--- config.mk ---
export PLATFORM = sky130hd
export DESIGN_NAME = power_zone_time_histogram
export DESIGN_NICKNAME = d
export VERILOG_FILES = /design/src/rtl/pzth_pkg.sv /design/src/rtl/pzth_cfg.sv /design/src/rtl/pzth_front.sv /design/src/rtl/pzth_queue.sv /design/src/rtl/pzth_back.sv /design/src/rtl/power_zone_time_histogram.sv
export SDC_FILE = /design/constraint.sdc
export NUM_CORES = 2
export LEC_CHECK = 0
export BUFFER_PORTS_ARGS = -buffer_cell sky130_fd_sc_hd__clkbuf_2
export CORE_AREA = 3 3 353 355
export DETAILED_ROUTE_END_ITERATION = 16
export DIE_AREA = 0 0 356 358
export GPL_TIMING_DRIVEN = 1
export PLACE_DENSITY = 0.77
export SLEW_MARGIN = 20
export SYNTH_ARGS = -nofsm -noshare
export SYNTH_HDL_FRONTEND = slang
export SYNTH_SLANG_ARGS = --single-unit
--- constraint.sdc ---
create_clock -name clk -period 6.4 [get_ports clk]
set_clock_uncertainty 0.1 [all_clocks]
set_input_delay 0.64 -clock clk [delete_from_list [all_inputs] [get_ports clk]]
set_output_delay 0.64 -clock clk [all_outputs]
set_load 0.1 [all_outputs]
--- src/rtl/pzth_pkg.sv ---
package pzth_pkg;

  localparam int TOTAL_WIDTH = 40;
  localparam int ZONES       = 7;
  localparam int BOUNDS      = 6;
  localparam int ZONE_W      = 3;
  localparam int FTP_W       = 12;
  localparam int BOUND_W     = 10;
  localparam int POWER_W     = 12;
  localparam int TIME_W      = 32;
  localparam int SCALED_W    = 19;
  localparam int THR_W       = FTP_W + BOUND_W;
  // twice a 32-bit span needs 33 bits; one spare keeps the sum exact
  localparam int WEIGHT_W    = TIME_W + 2;
  localparam int SUM_W       = ((TOTAL_WIDTH > WEIGHT_W) ? TOTAL_WIDTH : WEIGHT_W) + 1;

  localparam int ADDR_W      = 5;
  localparam int DATA_W      = 32;
  localparam int REG_IDX_W   = 3;

  localparam int Q_DEPTH     = 4;
  localparam int Q_PTR_W     = 2;
  localparam int Q_CNT_W     = 3;

  localparam logic [REG_IDX_W-1:0] REG_FTP     = 3'd0;
  localparam logic [REG_IDX_W-1:0] REG_BOUND_1 = 3'd1;
  localparam logic [REG_IDX_W-1:0] REG_BOUND_2 = 3'd2;
  localparam logic [REG_IDX_W-1:0] REG_BOUND_3 = 3'd3;
  localparam logic [REG_IDX_W-1:0] REG_BOUND_4 = 3'd4;
  localparam logic [REG_IDX_W-1:0] REG_BOUND_5 = 3'd5;
  localparam logic [REG_IDX_W-1:0] REG_BOUND_6 = 3'd6;

  localparam logic [FTP_W-1:0] FTP_RESET = 12'd200;
  localparam logic [BOUNDS-1:0][BOUND_W-1:0] BOUND_RESET =
    {10'd150, 10'd120, 10'd105, 10'd90, 10'd75, 10'd55};

  localparam logic [SCALED_W-1:0] POWER_SCALE       = 19'd100;
  localparam logic [WEIGHT_W-1:0] ONE_SECOND_HALF_MS = 34'd2000;

  localparam logic [ZONE_W-1:0] ZONE_NONE = 3'd0;
  localparam logic [ZONE_W-1:0] ZONE_TOP  = 3'd7;

  typedef logic [BOUNDS-1:0][THR_W-1:0] thr_t;

  typedef struct packed {
    thr_t thr;
    logic ftp_zero;
  } zone_cfg_t;

  typedef struct packed {
    logic [ZONE_W-1:0]   zone;
    logic [WEIGHT_W-1:0] weight;
  } acc_op_t;

  typedef struct packed {
    acc_op_t held;
    acc_op_t own;
    logic    ride_end;
  } q_word_t;

endpackage

--- src/rtl/pzth_cfg.sv ---
module pzth_cfg (
  input  logic                          clk,
  input  logic                          rst,
  input  logic                          psel,
  input  logic                          penable,
  input  logic                          pwrite,
  input  logic [pzth_pkg::ADDR_W-1:0]   paddr,
  input  logic [pzth_pkg::DATA_W-1:0]   pwdata,
  output logic [pzth_pkg::DATA_W-1:0]   prdata,
  output logic                          pready,
  output pzth_pkg::zone_cfg_t           zone_cfg
);

  logic [pzth_pkg::FTP_W-1:0]                         ftp_watts;
  logic [pzth_pkg::BOUNDS-1:0][pzth_pkg::BOUND_W-1:0] bound;
  logic [pzth_pkg::REG_IDX_W-1:0]                     reg_idx;
  logic                                               wr_en;

  assign pready  = 1'b1;
  assign reg_idx = paddr[pzth_pkg::ADDR_W-1:2];
  assign wr_en   = psel && penable && pwrite;

  always_ff @(posedge clk) begin
    if (rst) begin
      ftp_watts <= pzth_pkg::FTP_RESET;
      bound     <= pzth_pkg::BOUND_RESET;
    end else if (wr_en) begin
      unique case (reg_idx)
        pzth_pkg::REG_FTP:     ftp_watts <= pwdata[pzth_pkg::FTP_W-1:0];
        pzth_pkg::REG_BOUND_1: bound[0]  <= pwdata[pzth_pkg::BOUND_W-1:0];
        pzth_pkg::REG_BOUND_2: bound[1]  <= pwdata[pzth_pkg::BOUND_W-1:0];
        pzth_pkg::REG_BOUND_3: bound[2]  <= pwdata[pzth_pkg::BOUND_W-1:0];
        pzth_pkg::REG_BOUND_4: bound[3]  <= pwdata[pzth_pkg::BOUND_W-1:0];
        pzth_pkg::REG_BOUND_5: bound[4]  <= pwdata[pzth_pkg::BOUND_W-1:0];
        pzth_pkg::REG_BOUND_6: bound[5]  <= pwdata[pzth_pkg::BOUND_W-1:0];
        default: ;
      endcase
    end
  end

  // boundary thresholds in watts*100, one multiplier per boundary
  always_ff @(posedge clk) begin
    if (rst) begin
      for (int i = 0; i < pzth_pkg::BOUNDS; i++) begin
        zone_cfg.thr[i] <= pzth_pkg::THR_W'(pzth_pkg::BOUND_RESET[i]) *
                           pzth_pkg::THR_W'(pzth_pkg::FTP_RESET);
      end
      zone_cfg.ftp_zero <= 1'b0;
    end else begin
      for (int i = 0; i < pzth_pkg::BOUNDS; i++) begin
        zone_cfg.thr[i] <= pzth_pkg::THR_W'(bound[i]) * pzth_pkg::THR_W'(ftp_watts);
      end
      zone_cfg.ftp_zero <= (ftp_watts == '0);
    end
  end

  always_comb begin
    unique case (reg_idx)
      pzth_pkg::REG_FTP:     prdata = pzth_pkg::DATA_W'(ftp_watts);
      pzth_pkg::REG_BOUND_1: prdata = pzth_pkg::DATA_W'(bound[0]);
      pzth_pkg::REG_BOUND_2: prdata = pzth_pkg::DATA_W'(bound[1]);
      pzth_pkg::REG_BOUND_3: prdata = pzth_pkg::DATA_W'(bound[2]);
      pzth_pkg::REG_BOUND_4: prdata = pzth_pkg::DATA_W'(bound[3]);
      pzth_pkg::REG_BOUND_5: prdata = pzth_pkg::DATA_W'(bound[4]);
      pzth_pkg::REG_BOUND_6: prdata = pzth_pkg::DATA_W'(bound[5]);
      default:               prdata = '0;
    endcase
  end

endmodule

--- src/rtl/pzth_front.sv ---
module pzth_front (
  input  logic                          clk,
  input  logic                          rst,
  input  logic                          in_valid,
  output logic                          in_stall,
  input  logic                          power_valid,
  input  logic [pzth_pkg::POWER_W-1:0]  power_watts,
  input  logic [pzth_pkg::TIME_W-1:0]   time_ms,
  input  logic                          ride_end,
  input  pzth_pkg::zone_cfg_t           zone_cfg,
  input  logic                          q_full,
  output logic                          q_push,
  output pzth_pkg::q_word_t             q_data
);

  logic                          s1_valid;
  logic                          s1_pvalid;
  logic [pzth_pkg::POWER_W-1:0]  s1_power;
  logic [pzth_pkg::TIME_W-1:0]   s1_time;
  logic                          s1_end;

  logic [pzth_pkg::TIME_W-1:0]   earlier_time;
  logic [pzth_pkg::TIME_W-1:0]   held_time;
  logic [pzth_pkg::ZONE_W-1:0]   held_zone;
  logic [1:0]                    samples_seen;

  logic                          accept;
  logic                          advance;
  logic [pzth_pkg::SCALED_W-1:0] scaled;
  logic [pzth_pkg::BOUNDS-1:0]   below;
  logic [pzth_pkg::ZONE_W-1:0]   zone;
  logic [pzth_pkg::TIME_W-1:0]   span_held;
  logic [pzth_pkg::TIME_W-1:0]   span_early;
  logic [pzth_pkg::WEIGHT_W-1:0] span_held_x2;

  assign advance  = s1_valid && !q_full;
  assign in_stall = s1_valid && q_full;
  assign accept   = in_valid && !in_stall;

  always_ff @(posedge clk) begin
    if (rst) begin
      s1_valid <= 1'b0;
    end else if (accept) begin
      s1_valid <= 1'b1;
    end else if (advance) begin
      s1_valid <= 1'b0;
    end
  end

  always_ff @(posedge clk) begin
    if (accept) begin
      s1_pvalid <= power_valid;
      s1_power  <= power_watts;
      s1_time   <= time_ms;
      s1_end    <= ride_end;
    end
  end

  // zone classification against the registered thresholds; lowest match wins
  always_comb begin
    scaled = pzth_pkg::SCALED_W'(s1_power) * pzth_pkg::POWER_SCALE;
    for (int i = 0; i < pzth_pkg::BOUNDS; i++) begin
      below[i] = pzth_pkg::THR_W'(scaled) < zone_cfg.thr[i];
    end
    zone = pzth_pkg::ZONE_NONE;
    if (!below[pzth_pkg::BOUNDS-1]) begin
      zone = pzth_pkg::ZONE_TOP;
    end
    for (int k = pzth_pkg::BOUNDS - 1; k >= 1; k--) begin
      if (!below[k-1] && below[k]) begin
        zone = pzth_pkg::ZONE_W'(k + 1);
      end
    end
    if (below[0]) begin
      zone = pzth_pkg::ZONE_W'(1);
    end
    if (!s1_pvalid || zone_cfg.ftp_zero) begin
      zone = pzth_pkg::ZONE_NONE;
    end
  end

  // backwards time gives zero weight
  assign span_held    = (s1_time > held_time)    ? s1_time - held_time    : '0;
  assign span_early   = (s1_time > earlier_time) ? s1_time - earlier_time : '0;
  assign span_held_x2 = pzth_pkg::WEIGHT_W'({span_held, 1'b0});

  always_comb begin
    q_push = advance;
    q_data.ride_end  = s1_end;
    q_data.held.zone = held_zone;
    if (samples_seen[1]) begin
      q_data.held.weight = pzth_pkg::WEIGHT_W'(span_early);
    end else if (samples_seen[0]) begin
      q_data.held.weight = span_held_x2;
    end else begin
      q_data.held.weight = '0;
    end
    q_data.own.zone   = s1_end ? zone : pzth_pkg::ZONE_NONE;
    q_data.own.weight = (samples_seen == 2'd0) ? pzth_pkg::ONE_SECOND_HALF_MS : span_held_x2;
  end

  always_ff @(posedge clk) begin
    if (rst) begin
      earlier_time <= '0;
      held_time    <= '0;
      held_zone    <= pzth_pkg::ZONE_NONE;
      samples_seen <= 2'd0;
    end else if (advance) begin
      if (s1_end) begin
        earlier_time <= '0;
        held_time    <= '0;
        held_zone    <= pzth_pkg::ZONE_NONE;
        samples_seen <= 2'd0;
      end else begin
        earlier_time <= held_time;
        held_time    <= s1_time;
        held_zone    <= zone;
        if (!samples_seen[1]) begin
          samples_seen <= samples_seen + 2'd1;
        end
      end
    end
  end

endmodule

--- src/rtl/pzth_queue.sv ---
module pzth_queue (
  input  logic              clk,
  input  logic              rst,
  input  logic              push,
  input  pzth_pkg::q_word_t push_data,
  output logic              full,
  input  logic              pop,
  output logic              empty,
  output pzth_pkg::q_word_t head
);

  pzth_pkg::q_word_t              slots [pzth_pkg::Q_DEPTH];
  logic [pzth_pkg::Q_PTR_W-1:0]   wr_ptr;
  logic [pzth_pkg::Q_PTR_W-1:0]   rd_ptr;
  logic [pzth_pkg::Q_CNT_W-1:0]   count;
  logic                           do_push;
  logic                           do_pop;

  assign full    = (count == pzth_pkg::Q_CNT_W'(pzth_pkg::Q_DEPTH));
  assign empty   = (count == '0);
  assign head    = slots[rd_ptr];
  assign do_push = push && !full;
  assign do_pop  = pop && !empty;

  always_ff @(posedge clk) begin
    if (do_push) begin
      slots[wr_ptr] <= push_data;
    end
  end

  always_ff @(posedge clk) begin
    if (rst) begin
      wr_ptr <= '0;
      rd_ptr <= '0;
      count  <= '0;
    end else begin
      if (do_push) begin
        wr_ptr <= wr_ptr + 1'b1;
      end
      if (do_pop) begin
        rd_ptr <= rd_ptr + 1'b1;
      end
      if (do_push && !do_pop) begin
        count <= count + 1'b1;
      end else if (do_pop && !do_push) begin
        count <= count - 1'b1;
      end
    end
  end

endmodule

--- src/rtl/pzth_back.sv ---
module pzth_back (
  input  logic                              clk,
  input  logic                              rst,
  input  logic                              q_empty,
  input  pzth_pkg::q_word_t                 q_head,
  output logic                              q_pop,
  output logic                              out_valid,
  input  logic                              out_stall,
  output logic [pzth_pkg::ZONE_W-1:0]       zone_number,
  output logic [pzth_pkg::TOTAL_WIDTH-1:0]  zone_time,
  output logic                              last_zone
);

  localparam logic [1:0] ST_ACC  = 2'd0;
  localparam logic [1:0] ST_OWN  = 2'd1;
  localparam logic [1:0] ST_EMIT = 2'd2;

  localparam logic [pzth_pkg::ZONE_W-1:0] LAST_IDX = pzth_pkg::ZONE_W'(pzth_pkg::ZONES - 1);
  localparam logic [pzth_pkg::SUM_W-1:0]  TOTAL_MAX =
    pzth_pkg::SUM_W'({pzth_pkg::TOTAL_WIDTH{1'b1}});

  logic [1:0]                           state;
  logic [pzth_pkg::ZONE_W-1:0]          emit_idx;
  logic [pzth_pkg::TOTAL_WIDTH-1:0]     totals [pzth_pkg::ZONES];
  pzth_pkg::acc_op_t                    pend;

  pzth_pkg::acc_op_t                    cur_op;
  logic                                 zone_ok;
  logic                                 apply_en;
  logic [pzth_pkg::ZONE_W-1:0]          rd_idx;
  logic [pzth_pkg::TOTAL_WIDTH-1:0]     sel_total;
  logic [pzth_pkg::SUM_W-1:0]           sum;
  logic [pzth_pkg::TOTAL_WIDTH-1:0]     sat;
  logic                                 out_load;
  logic                                 emit_done;

  assign q_pop     = (state == ST_ACC) && !q_empty;
  assign cur_op    = (state == ST_OWN) ? pend : q_head.held;
  assign zone_ok   = (cur_op.zone != pzth_pkg::ZONE_NONE);
  assign apply_en  = ((state == ST_OWN) || q_pop) && zone_ok;
  assign out_load  = (state == ST_EMIT) && (!out_valid || !out_stall);
  assign emit_done = out_load && (emit_idx == LAST_IDX);

  // one read port shared by accumulate and readout
  always_comb begin
    if (state == ST_EMIT) begin
      rd_idx = emit_idx;
    end else if (zone_ok) begin
      rd_idx = cur_op.zone - 1'b1;
    end else begin
      rd_idx = '0;
    end
  end

  assign sel_total = totals[rd_idx];
  assign sum = pzth_pkg::SUM_W'(sel_total) + pzth_pkg::SUM_W'(cur_op.weight);
  assign sat = (sum > TOTAL_MAX) ? {pzth_pkg::TOTAL_WIDTH{1'b1}}
                                 : sum[pzth_pkg::TOTAL_WIDTH-1:0];

  always_ff @(posedge clk) begin
    if (rst || emit_done) begin
      for (int i = 0; i < pzth_pkg::ZONES; i++) begin
        totals[i] <= '0;
      end
    end else if (apply_en) begin
      totals[rd_idx] <= sat;
    end
  end

  always_ff @(posedge clk) begin
    if (rst) begin
      state     <= ST_ACC;
      emit_idx  <= '0;
      out_valid <= 1'b0;
    end else begin
      if (out_load) begin
        out_valid <= 1'b1;
      end else if (!out_stall) begin
        out_valid <= 1'b0;
      end
      unique case (state)
        ST_ACC: begin
          if (q_pop && q_head.ride_end) begin
            state <= ST_OWN;
          end
        end
        ST_OWN: begin
          state <= ST_EMIT;
        end
        ST_EMIT: begin
          if (out_load) begin
            if (emit_idx == LAST_IDX) begin
              state    <= ST_ACC;
              emit_idx <= '0;
            end else begin
              emit_idx <= emit_idx + 1'b1;
            end
          end
        end
        default: begin
          state <= ST_ACC;
        end
      endcase
    end
  end

  always_ff @(posedge clk) begin
    if (q_pop) begin
      pend <= q_head.own;
    end
    if (out_load) begin
      zone_number <= emit_idx + 1'b1;
      zone_time   <= sel_total;
      last_zone   <= (emit_idx == LAST_IDX);
    end
  end

endmodule

--- src/rtl/power_zone_time_histogram.sv ---
// Power time-in-zone histogram. Takes one sample word per cycle while
// in_stall is low; a sample is held until its successor arrives, then its
// time weight (in half milliseconds) is added to its zone. The word marked
// ride_end triggers seven result words, zones 1 to 7 in order, with
// last_zone on zone 7, after which the ride state is cleared. The
// accumulator first adds the held weight carried by the ride_end word, then
// that word's own weight, and then sends the result words (held while
// out_stall is high), and a four-word queue between classifier and
// accumulator keeps taking the next ride's samples meanwhile, so in_stall
// only rises when that queue fills. Threshold registers are recomputed from
// the stored configuration registers after a configuration write.
module power_zone_time_histogram (
  input  logic                              clk,
  input  logic                              rst,
  input  logic                              in_valid,
  output logic                              in_stall,
  input  logic                              power_valid,
  input  logic [pzth_pkg::POWER_W-1:0]      power_watts,
  input  logic [pzth_pkg::TIME_W-1:0]       time_ms,
  input  logic                              ride_end,
  output logic                              out_valid,
  input  logic                              out_stall,
  output logic [pzth_pkg::ZONE_W-1:0]       zone_number,
  output logic [pzth_pkg::TOTAL_WIDTH-1:0]  zone_time,
  output logic                              last_zone,
  input  logic                              psel,
  input  logic                              penable,
  input  logic                              pwrite,
  input  logic [pzth_pkg::ADDR_W-1:0]       paddr,
  input  logic [pzth_pkg::DATA_W-1:0]       pwdata,
  output logic [pzth_pkg::DATA_W-1:0]       prdata,
  output logic                              pready
);

  pzth_pkg::zone_cfg_t zone_cfg;
  pzth_pkg::q_word_t   q_in;
  pzth_pkg::q_word_t   q_head;
  logic                q_push;
  logic                q_full;
  logic                q_pop;
  logic                q_empty;

  pzth_cfg u_cfg (
    .clk      (clk),
    .rst      (rst),
    .psel     (psel),
    .penable  (penable),
    .pwrite   (pwrite),
    .paddr    (paddr),
    .pwdata   (pwdata),
    .prdata   (prdata),
    .pready   (pready),
    .zone_cfg (zone_cfg)
  );

  pzth_front u_front (
    .clk         (clk),
    .rst         (rst),
    .in_valid    (in_valid),
    .in_stall    (in_stall),
    .power_valid (power_valid),
    .power_watts (power_watts),
    .time_ms     (time_ms),
    .ride_end    (ride_end),
    .zone_cfg    (zone_cfg),
    .q_full      (q_full),
    .q_push      (q_push),
    .q_data      (q_in)
  );

  pzth_queue u_queue (
    .clk       (clk),
    .rst       (rst),
    .push      (q_push),
    .push_data (q_in),
    .full      (q_full),
    .pop       (q_pop),
    .empty     (q_empty),
    .head      (q_head)
  );

  pzth_back u_back (
    .clk         (clk),
    .rst         (rst),
    .q_empty     (q_empty),
    .q_head      (q_head),
    .q_pop       (q_pop),
    .out_valid   (out_valid),
    .out_stall   (out_stall),
    .zone_number (zone_number),
    .zone_time   (zone_time),
    .last_zone   (last_zone)
  );

endmodule

==> results.yml <==
run_status:
  outcome: "finished clean"
placed_design:
  hpwl_um: 125000
  io_buffers: 125
  dp_cells: 8768
  dp_slack_ps: -243.5
  place_congestion: 0.9175
  placed_area_um2: 74340
detailed_routing:
  final_antenna_net_count: 0
  wl_per_cell_um: 20.22
  postRouteWirelength_um: 182200
  drc: 0
  firstDrtPassIters: 5
  first_iter_violations: 4994
  via_per_inst: 5.831
  num_vias: 52530
global_routing:
  grt-ovfl-total: 0
  grt_max_degree: 103
  grt_pass1_vias: 53350
  globalRouteTotalUtil_pct: 28.92
  grt_pass1_wl_um: 290400
  antenna_found_initial: 5
timing:
  hold_slack_ps: 43.15
  max_clock_freq_ghz: 0.1613
  min_period_ps: 6201
  finalSetupViolCount: 0
  fin_tns_setup_ps: 0
  slew_viol_final: 0
  layout_setup_ws_ps: 198.7
  tightest_slew_ps: 1180
  period_share_pct: 96.89
  hold_viol_final: 0
  slew_headroom_pct: 20.79
power:
  power.total_mw: 32.79
  p_int_mw: 18.43
  pwr-share-seq_pct: 27.4
  combPwrFrac_pct: 53.2
  pwr-share-clk_pct: 19.3
  switchingPower_mw: 14.36
  switching_share_pct: 43.79
  leakagePower_nw: 34.18
  ir_drop_v: 0.0004415
  powerDensity_nw_per_um2: 417.7
setup_path:
  slowest_stage: "edfxtp_1"
  path_delay_family: "compound AO/OA/AOI/OAI gates"
  worstPathArrival_ps: 6560
  reg2reg_depth: 25
  cp_num_buf_inv: 3
  endpoint_kind: "flop"
  start_kind: "flop"
  path_class: "reg -> reg"
  path_max_fanout: 4
  r2r-start: "u_front.s1_power[2]"
  reg2reg_to: "u_queue.slots[1][34]"
  rrSetupSlack_ps: 200
  cpMostUsedCell: "ha_1"
  slowest_delay_ps: 530
  crit_required_ps: 6760
floorplan:
  io-pin-count: 169
  initial_core_util_pct: 57.87
  die_h_um: 358
  std_cell_rows: 128
  core_area_um2: 121700
  die_area_um2: 127400
  die_x_um: 356
clocking:
  numCtsBuffers: 104
  cts_tree: "yes"
  clock_latency_ps: 730
  cts_root_buffer: "clkbuf_16"
  clockBufferDepth: 3
  cts_sinks: 1023
  htreeDepth: 3
  clk_pin_slew_worst_paths_ps: 70
final_layout:
  fill_cells: 9277
  layout_common_cells: "nand2_1 (1,139), inv_1 (741), edfxtp_1 (693)"
  stdcell_count: 9009
  syn2layout_area_growth_pct: 11.45
  mostFrequentLayoutCell: "nand2_1"
  layout-drive-gt1-share_pct: 10.50
  design_area_um2: 78500
  fin_nets: 8450
  fin_util_pct: 64.49
min_path:
  holdPathEnd: "u_front.s1_power[10]"
  hp-start: "power_watts[10]"
  hp-class: "in -> reg"
  hold_depth: 1
logic_synthesis:
  yosys_warnings: 0
  synth_seq_cells: 1023
  synth_top_area_share_pct: 29.54
  synth_flop_cell: "edfxtp_1"
  syn_avg_cell_area_um2: 10.00
  synth_seq_area_share_pct: 38.92
  synth_edf_count: 693
  async_flop_share_pct: 0
  syn-instance-count: 7040
  syn-cell-area_um2: 70440
  yosysTopAreaCell: "edfxtp_1"
  synthDistinctLibCells: 82
  synth_area_leaders: "edfxtp_1 (30%), fa_1 (14%), ha_1 (10%), dfxtp_1 (9.4%), nand2_1 (6.1%)"
flow_run:
  maxCapViolCount: 0
## power by group through the flow
stage	Sequential, mW	Clock, mW	Combinational, mW
2_1_floorplan	9.46	0	10.3
3_3_place_gp	9.06	0	16.2
3_5_place_dp	9.11	0	16.6
4_1_cts	8.99	6.41	16.9
5_1_grt	9.08	6.65	18.9
6_report	9.00	6.34	17.5
## timing repair
action                                 in CTS  in global routing
setup endpoints to repair                 286                338
endpoints found under the hold margin      39                  0
gates cloned                                1                  0
pin swaps                                   3                  4
resized for setup                           0                 42
hold buffers                               39                  0
buffers inserted                            3                  0
## routing by layer
metal	wire length, um	track usage [%]
met2	84780	46.98
met4	7132	11.28
met5	27	0
met1	73780	38.89
met3	16450	5.025
## area by class of cell
class                   count  area, um^2  area share, %
repair buffers            448        3410          4.343
diodes                      5       12.51        0.01594
clock buffers             142        2867          3.652
clock inverters            51       676.9         0.8623
multi-input cells        4973       39250          50.01
flip-flops and latches   1023       27460          34.98
inverters                 742        2785          3.548
well taps                1625        2033          2.590
## synth_stat cells, drive strengths merged (86+ instances only)
| library cell | instances |
|---|---|
| nand2 | 1146 |
| dfxtp | 330 |
| xnor2 | 107 |
| clkbuf | 293 |
| edfxtp | 693 |
| inv | 742 |
| and2 | 329 |
| fa | 479 |
| nor3 | 107 |
| nor2 | 528 |
| o21ai | 202 |
| a21o | 86 |
| mux2i | 87 |
| nand3 | 240 |
| ha | 589 |
| a21oi | 276 |
| xor2 | 90 |
## how the worst max path moves through the flow
stage | start | end | cells after the start
floorplan | u_back.out_valid | u_back.totals[2][0] | 8
detailed placement | flop | u_back.totals[2][33] | 25
global route | flop | u_back.totals[5][24] | 27
CTS | flop | u_back.totals[7][24] | 25
finish | u_front.s1_power[2] | u_queue.slots[1][34] | 25
global placement | flop | u_back.totals[5][33] | 25
## kinds of logic (layout without fill, tap and decap cells)
logic type | count (synthesis) | after routing | share of synthesized area, %
and+or+nand+nor | 2614 | 2615 | 17.01
DFF | 1023 | 1023 | 38.92
adders and majority gates | 1068 | 1068 | 24.08
xor gates and xnor gates | 197 | 197 | 2.450
buffers and inverters | 1104 | 1383 | 6.073
muxes | 179 | 179 | 3.912
other | 2 | 66 | 0.01066
AOI/OAI and AO/OA | 853 | 853 | 7.539
## registers in the layout, summed over array words and instances (netlist names), 2 cells and up, named ones only
name	count
u_cfg.ftp_watts	12
u_queue.count	3
u_back.zone_time	40
u_front.held_zone	3
u_front.samples_seen	2
u_queue.rd_ptr	2
u_back.totals	320
u_cfg.zone_cfg	133
u_cfg.bound	60
u_queue.wr_ptr	2
u_back.emit_idx	3
u_back.state	2
u_back.pend	35
u_queue.slots	288
u_front.s1_time	32
u_front.s1_power	12
u_back.zone_number	3
u_front.held_time	32
u_front.earlier_time	32
(Power assumes the default switching activity.)
